<file path="src/rtl/assert_macros.svh">
// Assertion macros shared by the RTL of the approximate float math unit.
`ifndef ASSERT_MACROS_SVH
`define ASSERT_MACROS_SVH

// Same-cycle implication, sampled on clk, off while arst_n is low.
`define AFM_ASSERT_IMPL(lbl, ante, cons) \
	lbl: assert property (@(posedge clk) disable iff (!arst_n) (ante) |-> (cons)) \
		else $error("afm assertion failed");

// Next-cycle implication, sampled on clk, off while arst_n is low.
`define AFM_ASSERT_NEXT(lbl, ante, cons) \
	lbl: assert property (@(posedge clk) disable iff (!arst_n) (ante) |=> (cons)) \
		else $error("afm assertion failed");

`endif

</file>
<file path="src/rtl/afm_pkg.sv">
// Types, constants and float helper functions of the approximate float math unit.
package afm_pkg;

	localparam int NSTAGES = 5;

	localparam logic [2:0] CMD_NEG   = 3'd0;
	localparam logic [2:0] CMD_LOG2  = 3'd1;
	localparam logic [2:0] CMD_EXP2  = 3'd2;
	localparam logic [2:0] CMD_POW   = 3'd3;
	localparam logic [2:0] CMD_SQRT  = 3'd4;
	localparam logic [2:0] CMD_ISQRT = 3'd5;

	localparam logic [31:0] ONE_BITS      = 32'h3F80_0000;
	localparam logic [31:0] SIGN_BIT      = 32'h8000_0000;
	localparam logic [31:0] MAGIC_ISQ     = 32'h5F37_5A86;
	localparam logic [31:0] HALF_BITS     = 32'h3F00_0000;
	localparam logic [31:0] ONE_HALF_BITS = 32'h3FC0_0000;
	localparam logic [31:0] QNAN_BIT      = 32'h0040_0000;
	localparam logic [31:0] DEFAULT_NAN   = 32'hFFC0_0000;
	localparam logic [31:0] INT_MAX_BITS  = 32'h7FFF_FFFF;
	// 23 in the exponent field: scales a float by 2^-23
	localparam logic [31:0] LOG2_ADJ      = 32'h0B80_0000;
	localparam logic [7:0]  EXP2_SCALE    = 8'd23;

	typedef struct packed {
		logic [NSTAGES-1:0] en;
		logic [NSTAGES-1:0] vld;
	} afm_ctl_t;

	typedef struct packed {
		logic [2:0]  cmd;
		logic [31:0] res;
		logic        sat;
		logic [31:0] y;
		logic [31:0] p;
		logic [31:0] u;
		logic [31:0] v;
	} afm_stage_t;

	// Single-precision multiply, round to nearest even, with subnormals.
	function automatic logic [31:0] fmul(input logic [31:0] a, input logic [31:0] b);
		logic               sgn;
		logic [7:0]         ea, eb, ea_eff, eb_eff;
		logic [22:0]        ma, mb;
		logic [23:0]        siga, sigb;
		logic [47:0]        prod, pn, tmp;
		logic [5:0]         lz;
		logic signed [10:0] ex, sh_s;
		logic [10:0]        sh;
		logic               lost, g, st, rnd, ovf;
		logic [30:0]        mag;
		logic [31:0]        r;
		sgn = a[31] ^ b[31];
		ea = a[30:23];
		eb = b[30:23];
		ma = a[22:0];
		mb = b[22:0];
		ea_eff = (ea == 8'd0) ? 8'd1 : ea;
		eb_eff = (eb == 8'd0) ? 8'd1 : eb;
		siga = {ea != 8'd0, ma};
		sigb = {eb != 8'd0, mb};
		prod = siga * sigb;
		lz = 6'd0;
		for (int i = 0; i < 48; i++) begin
			if (prod[i])
				lz = 6'(47 - i);
		end
		pn = prod << lz;
		ex = $signed({3'b000, ea_eff}) + $signed({3'b000, eb_eff}) - 11'sd126
			- $signed({5'b00000, lz});
		ovf = 1'b0;
		tmp = '0;
		lost = 1'b0;
		sh = '0;
		if (ex >= 11'sd1) begin
			g = pn[23];
			st = |pn[22:0];
			mag = {ex[7:0], pn[46:24]};
			ovf = (ex >= 11'sd255);
		end else begin
			sh_s = 11'sd1 - ex;
			sh = sh_s;
			if (sh >= 11'd48) begin
				tmp = '0;
				lost = |pn;
			end else begin
				tmp = pn >> sh;
				lost = |(pn & ~({48{1'b1}} << sh));
			end
			g = tmp[23];
			st = (|tmp[22:0]) | lost;
			mag = {8'd0, tmp[46:24]};
		end
		rnd = g & (st | mag[0]);
		mag = mag + 31'(rnd);
		if (ovf || mag[30:23] == 8'hFF)
			r = {sgn, 8'hFF, 23'd0};
		else
			r = {sgn, mag};
		if (ea == 8'hFF && ma != 23'd0)
			r = a | QNAN_BIT;
		else if (eb == 8'hFF && mb != 23'd0)
			r = b | QNAN_BIT;
		else if ((ea == 8'hFF && eb == 8'd0 && mb == 23'd0)
			|| (eb == 8'hFF && ea == 8'd0 && ma == 23'd0))
			r = DEFAULT_NAN;
		else if (ea == 8'hFF || eb == 8'hFF)
			r = {sgn, 8'hFF, 23'd0};
		else if ((ea == 8'd0 && ma == 23'd0) || (eb == 8'd0 && mb == 23'd0))
			r = {sgn, 31'd0};
		return r;
	endfunction

	// Signed 32-bit integer to single precision, round to nearest even.
	function automatic logic [31:0] i2f(input logic [31:0] s);
		logic        sg, g, st, rnd;
		logic [31:0] mag, n;
		logic [4:0]  hb;
		logic [30:0] m;
		sg = s[31];
		mag = sg ? (~s + 32'd1) : s;
		hb = 5'd0;
		for (int i = 0; i < 32; i++) begin
			if (mag[i])
				hb = 5'(i);
		end
		n = mag << (5'd31 - hb);
		g = n[7];
		st = |n[6:0];
		rnd = g & (st | n[8]);
		m = {8'd127 + {3'b000, hb}, n[30:8]} + 31'(rnd);
		return (mag == 32'd0) ? 32'd0 : {sg, m};
	endfunction

	// Float scaled by 2^k, truncated to int32 with saturation; bit 32 flags a clamp.
	function automatic logic [32:0] f2i(input logic [31:0] f, input logic [7:0] k);
		logic [7:0]  e;
		logic [22:0] m;
		logic [9:0]  ue, ex;
		logic [31:0] sig, mag;
		logic [32:0] r;
		e = f[30:23];
		m = f[22:0];
		ue = {2'b00, e} + {2'b00, k};
		ex = ue - 10'd127;
		sig = {8'd0, 1'b1, m};
		mag = (ex >= 10'd23) ? (sig << (ex - 10'd23)) : (sig >> (10'd23 - ex));
		if (e == 8'hFF && m != 23'd0)
			r = {1'b1, 32'd0};
		else if (e == 8'd0 || ue < 10'd127)
			r = '0;
		else if (ex >= 10'd31) begin
			if (f[31] && ex == 10'd31 && m == 23'd0)
				r = {1'b0, SIGN_BIT};
			else
				r = {1'b1, f[31] ? SIGN_BIT : INT_MAX_BITS};
		end else
			r = {1'b0, f[31] ? (~mag + 32'd1) : mag};
		return r;
	endfunction

	// a - b for a finite a, round to nearest even, with subnormals.
	function automatic logic [31:0] fsub(input logic [31:0] a, input logic [31:0] b);
		logic [31:0] nb, big, sml, r;
		logic [7:0]  ebg, esm, eb_eff, es_eff, d, ls;
		logic [8:0]  ex;
		logic [26:0] sig_b, sig_s, s_sh, n;
		logic [27:0] sum;
		logic [4:0]  hb;
		logic        sticky, g, st, rnd;
		logic [30:0] mag;
		nb = b ^ SIGN_BIT;
		if (a[30:0] >= nb[30:0]) begin
			big = a;
			sml = nb;
		end else begin
			big = nb;
			sml = a;
		end
		ebg = big[30:23];
		esm = sml[30:23];
		eb_eff = (ebg == 8'd0) ? 8'd1 : ebg;
		es_eff = (esm == 8'd0) ? 8'd1 : esm;
		sig_b = {ebg != 8'd0, big[22:0], 3'b000};
		sig_s = {esm != 8'd0, sml[22:0], 3'b000};
		d = eb_eff - es_eff;
		if (d >= 8'd27) begin
			s_sh = '0;
			sticky = |sig_s;
		end else begin
			s_sh = sig_s >> d;
			sticky = |(sig_s & ~({27{1'b1}} << d));
		end
		s_sh[0] = s_sh[0] | sticky;
		if (big[31] == sml[31])
			sum = {1'b0, sig_b} + {1'b0, s_sh};
		else
			sum = {1'b0, sig_b} - {1'b0, s_sh};
		hb = 5'd0;
		for (int i = 0; i < 28; i++) begin
			if (sum[i])
				hb = 5'(i);
		end
		ls = 8'd0;
		if (hb == 5'd27) begin
			n = {sum[27:2], sum[1] | sum[0]};
			ex = {1'b0, eb_eff} + 9'd1;
		end else begin
			ls = 8'(5'd26 - hb);
			if (ls > eb_eff - 8'd1)
				ls = eb_eff - 8'd1;
			n = sum[26:0] << ls;
			ex = {1'b0, eb_eff} - {1'b0, ls};
		end
		g = n[2];
		st = |n[1:0];
		rnd = g & (st | n[3]);
		mag = {n[26] ? ex[7:0] : 8'd0, n[25:3]} + 31'(rnd);
		if (ex >= 9'd255)
			r = {big[31], 8'hFF, 23'd0};
		else
			r = {big[31], mag};
		if (sum == 28'd0)
			r = 32'd0;
		if (b[30:23] == 8'hFF && b[22:0] != 23'd0)
			r = b | QNAN_BIT;
		else if (b[30:23] == 8'hFF)
			r = nb;
		return r;
	endfunction

endpackage

</file>
<file path="src/rtl/afm_pipe_ctrl.sv">
// Valid bits and stage enables of the five-stage pipeline.
module afm_pipe_ctrl (
	input  logic              clk,
	input  logic              arst_n,
	input  logic              valid,
	input  logic              result_ready,
	output afm_pkg::afm_ctl_t ctl
);
	import afm_pkg::*;

	logic [NSTAGES-1:0] vld_q;
	logic [NSTAGES-1:0] en;

	// a stage may load when it is empty or its content moves on
	always_comb begin
		en[NSTAGES-1] = !vld_q[NSTAGES-1] || result_ready;
		for (int k = NSTAGES - 2; k >= 0; k--)
			en[k] = !vld_q[k] || en[k+1];
	end

	always_ff @(posedge clk or negedge arst_n) begin
		if (!arst_n) begin
			vld_q <= '0;
		end else begin
			if (en[0])
				vld_q[0] <= valid;
			for (int k = 1; k < NSTAGES; k++) begin
				if (en[k])
					vld_q[k] <= vld_q[k-1];
			end
		end
	end

	assign ctl.en  = en;
	assign ctl.vld = vld_q;
endmodule

</file>
<file path="config.mk">
export PLATFORM = sky130hd
export DESIGN_NAME = afm_pipe_ctrl
export DESIGN_NICKNAME = d
export VERILOG_FILES = /design/src/rtl/assert_macros.svh /design/src/rtl/afm_pkg.sv /design/src/rtl/afm_pipe_ctrl.sv
export SDC_FILE = /design/constraint.sdc
export NUM_CORES = 1
export LEC_CHECK = 0
export BUFFER_PORTS_ARGS = -buffer_cell sky130_fd_sc_hd__buf_2
export CAP_MARGIN = 25
export CORE_AREA = 2 2 39 41
export DETAILED_ROUTE_END_ITERATION = 8
export DIE_AREA = 0 0 41 43
export PLACE_DENSITY = 0.45
export SETUP_SLACK_MARGIN = 0.15
export SLEW_MARGIN = 20
export SYNTH_ARGS = -nofsm -noshare
export SYNTH_HDL_FRONTEND = slang
export SYNTH_SLANG_ARGS = --single-unit
</file>
<file path="constraint.sdc">
create_clock -name clk -period 1.7 [get_ports clk]
set_clock_uncertainty 0.2 [all_clocks]
set_input_delay 0.17 -clock clk [delete_from_list [all_inputs] [get_ports clk]]
set_output_delay 0.17 -clock clk [all_outputs]
set_load 0.01 [all_outputs]
</file>
==> out/results.txt <==
status = finished, final reports clean
CTS buffer count = 3
H-tree depth = 1
Core ar. = 0.00138 mm²
Design Power = 0.000365 W
gpl congestion = 0.552
CTS sink count = 5
DR WL/cell = 9.19 µm
initial drt markers = 2
P&R area growth vs syn = 64.5%
final slew viol count = 0
CP endpoint kind = output pin
max incr delay on CP = 370 ps
P_int = 0.000263 W
drt first pass iters = 3
max FFs per register = 5
Req. time, crit path = 1330 ps
pre-CTS setup slack = 415 ps
Ant. Diodes = 0
max-cap violations = 0
DRC = 0
CTS tree = built
sequential-to-total area share from yosys stat = 60.2%
vias in the first global route = 176
Detailed Place HPWL = 318 µm
Setup TNS = 0 ps
crit path max fanout = 6
gr usage total = 6.77%
Final WS setup = 191 ps
Reg clk slew, reported paths = 40 ps
YS warnings = 0
crit path time final = 1510 ps
Biggest register = vld_q
max_slew headroom = 87.2%
endpoints failing setup = 0
Starting Density = 15.0%
DIE WIDTH = 41 µm
Final Cycle Share = 88.8%
Yosys cell types = 11
Combinational Power Share = 22.5%
Pleak = 0.154 nW
syn avg cell area = 12.2 µm²
Die Span Y = 43 µm
die area = 0.00176 mm²
Crit Path Class = register to output pin
initial antenna violation count = 0
layout cell share with drive strength beyond 1 = 52.8%
final hold viol count = 0
largest registers = vld_q: 5 flops
vias per inst = 3.81
Clock Tree Buf Depth = 2
syn nets = 21
crit path DAT = 1140 ps
Sw Ratio = 27.8%
Antenna Nets Post-Route = 0
Skew-Pair Late Insertion Delay = 240 ps
Bufs and invs on worst path = 1
CP delay by family, top = simple AND/OR/NAND/NOR gates
PD cells = 1070 mW/mm²
Hold Path Class = input port to register
unrepaired setup endpoints after global routing = yes
grt ovf = 0
via count = 198
I/O Buffers = 13
CP startpoint kind = register
slowest stage cell, crit path = dfrtp_1
first-pass GRT wire length = 717 µm
Reg power frac = 40.1%
Ports = 14
synthesized area = 208 µm²
clock network power share = 37.4%
largest net degree at the start of global routing = 7
Post-layout nets = 41
row count = 14
FMAX = 0.663 GHz
VDD IR-drop max = 0.000399 V
CP Cell Sequence = and4b_2 -> nand3_2 -> buf_2
switching power = 0.000101 W
Post-Synthesis Cells = 17
Slew @ Worst Pin = 192 ps
total detailed-routing wirelength = 478 µm
register bit total from synthesis = 5
clk root buf = clkbuf_4
-- layout make-up --
class                   instances  area [µm²]
fillers                       145        1040
flip-flops and latches          5         125
repair buffers                 16        92.6
multi-input cells              10        73.8
clock buffers                   4        26.3
well taps                      16        20.0
inverters                       1        3.75
-- metal layers --
metal / vias up / track usage [%] / routed length, µm
met5: - / 0 / 0
met4: 0 / 2.00 / 0
met3: 0 / 7.85 / 78
met2: 16 / 8.44 / 186
met1: 87 / 7.21 / 214
li1: 95 / - / -
-- timing repair --
| action | in CTS | in global routing |
|---|---|---|
| buffers inserted | 0 | 1 |
| setup endpoints to repair | 2 | 2 |
| hold buffers | 2 | 0 |
| gates resized for setup | 1 | 1 |
| pin swaps | 0 | 2 |
| hold endpoints to repair | 6 | 0 |
-- cell usage in the layout, fill, tap and decap left out --
cell / instances
buf_2: 13
and4b_2: 1
a31o_1: 1
inv_1: 1
a21o_1: 1
dfrtp_1: 5
dlygate4sd3_1: 2
nand3_2: 1
buf_4: 1
clkbuf_4: 3
or2_1: 1
nand2_1: 1
nand3b_1: 1
nand2b_1: 3
clkbuf_1: 1
-- cell usage after synthesis --
cell type	count	area, µm²
a31o_1	1	8.76
nand2_1	1	3.75
buf_6	1	11.3
inv_1	1	3.75
and4b_1	1	10.0
nand2b_1	3	18.8
dfrtp_1	5	125
nand3_1	1	5.00
nand3b_1	1	7.51
or2_1	1	6.26
a21o_1	1	7.51
-- cells by family (layout without fill, tap and decap cells) --
| group | Yosys count | in the layout | share of synthesized area, % |
|---|---|---|---|
| flip-flops | 5 | 5 | 60.2 |
| AO/OA/AOI/OAI | 2 | 2 | 7.83 |
| AND/OR/NAND/NOR | 8 | 8 | 24.7 |
| buffers and inverters | 2 | 21 | 7.23 |
-- per-stage QoR --
| stage | cells | hold WS, ps | cell area, µm² | utilization [%] |
|---|---|---|---|---|
| after floorplan | 17 | -326 | 208 | - |
| after global placement | 45 | -210 | 282 | 20.3 |
| after detailed placement | 45 | -206 | 282 | 20.3 |
| after CTS | 51 | 30.9 | 329 | 23.8 |
| after global routing | 52 | 55.0 | 342 | 24.7 |
| final | 52 | 31.5 | 342 | 24.7 |
-- final timing paths --
| path | to | slack (ps) | start | cells after the start |
|---|---|---|---|---|
| max in group asynchronous | vld_q[4]$_DFFE_PN0P_ | 1100 | arst_n | 2 |
| hold reg to reg | vld_q[3]$_DFFE_PN0P_ | 280 | vld_q[2]$_DFFE_PN0P_ | 1 |
| hold / removal | vld_q[4]$_DFFE_PN0P_ | 30 | result_ready | 3 |
| min in group asynchronous | vld_q[0]$_DFFE_PN0P_ | 70 | arst_n | 2 |
| setup / recovery | ctl[5] | 190 | vld_q[4]$_DFFE_PN0P_ | 3 |
| setup reg to reg | vld_q[0]$_DFFE_PN0P_ | 500 | vld_q[2]$_DFFE_PN0P_ | 2 |
-- power by group through the flow --
stage | sequential, W | clock (W) | combinational (W)
after detailed placement | 0.000148 | 0 | 0.0000721
final | 0.000146 | 0.000136 | 0.0000822
after CTS | 0.000146 | 0.000144 | 0.0000774
after global placement | 0.000148 | 0 | 0.0000724
after global routing | 0.000149 | 0.000156 | 0.0000914
after floorplan | 0.000153 | 0 | 0.0000379
-- worst reg2reg max path, cell delays in order, from the launching register on --
cell and delay [ps]:
dfrtp_1 370, and4b_2 290, a31o_1 220
Note: power is estimated with default switching activity, not from simulation.
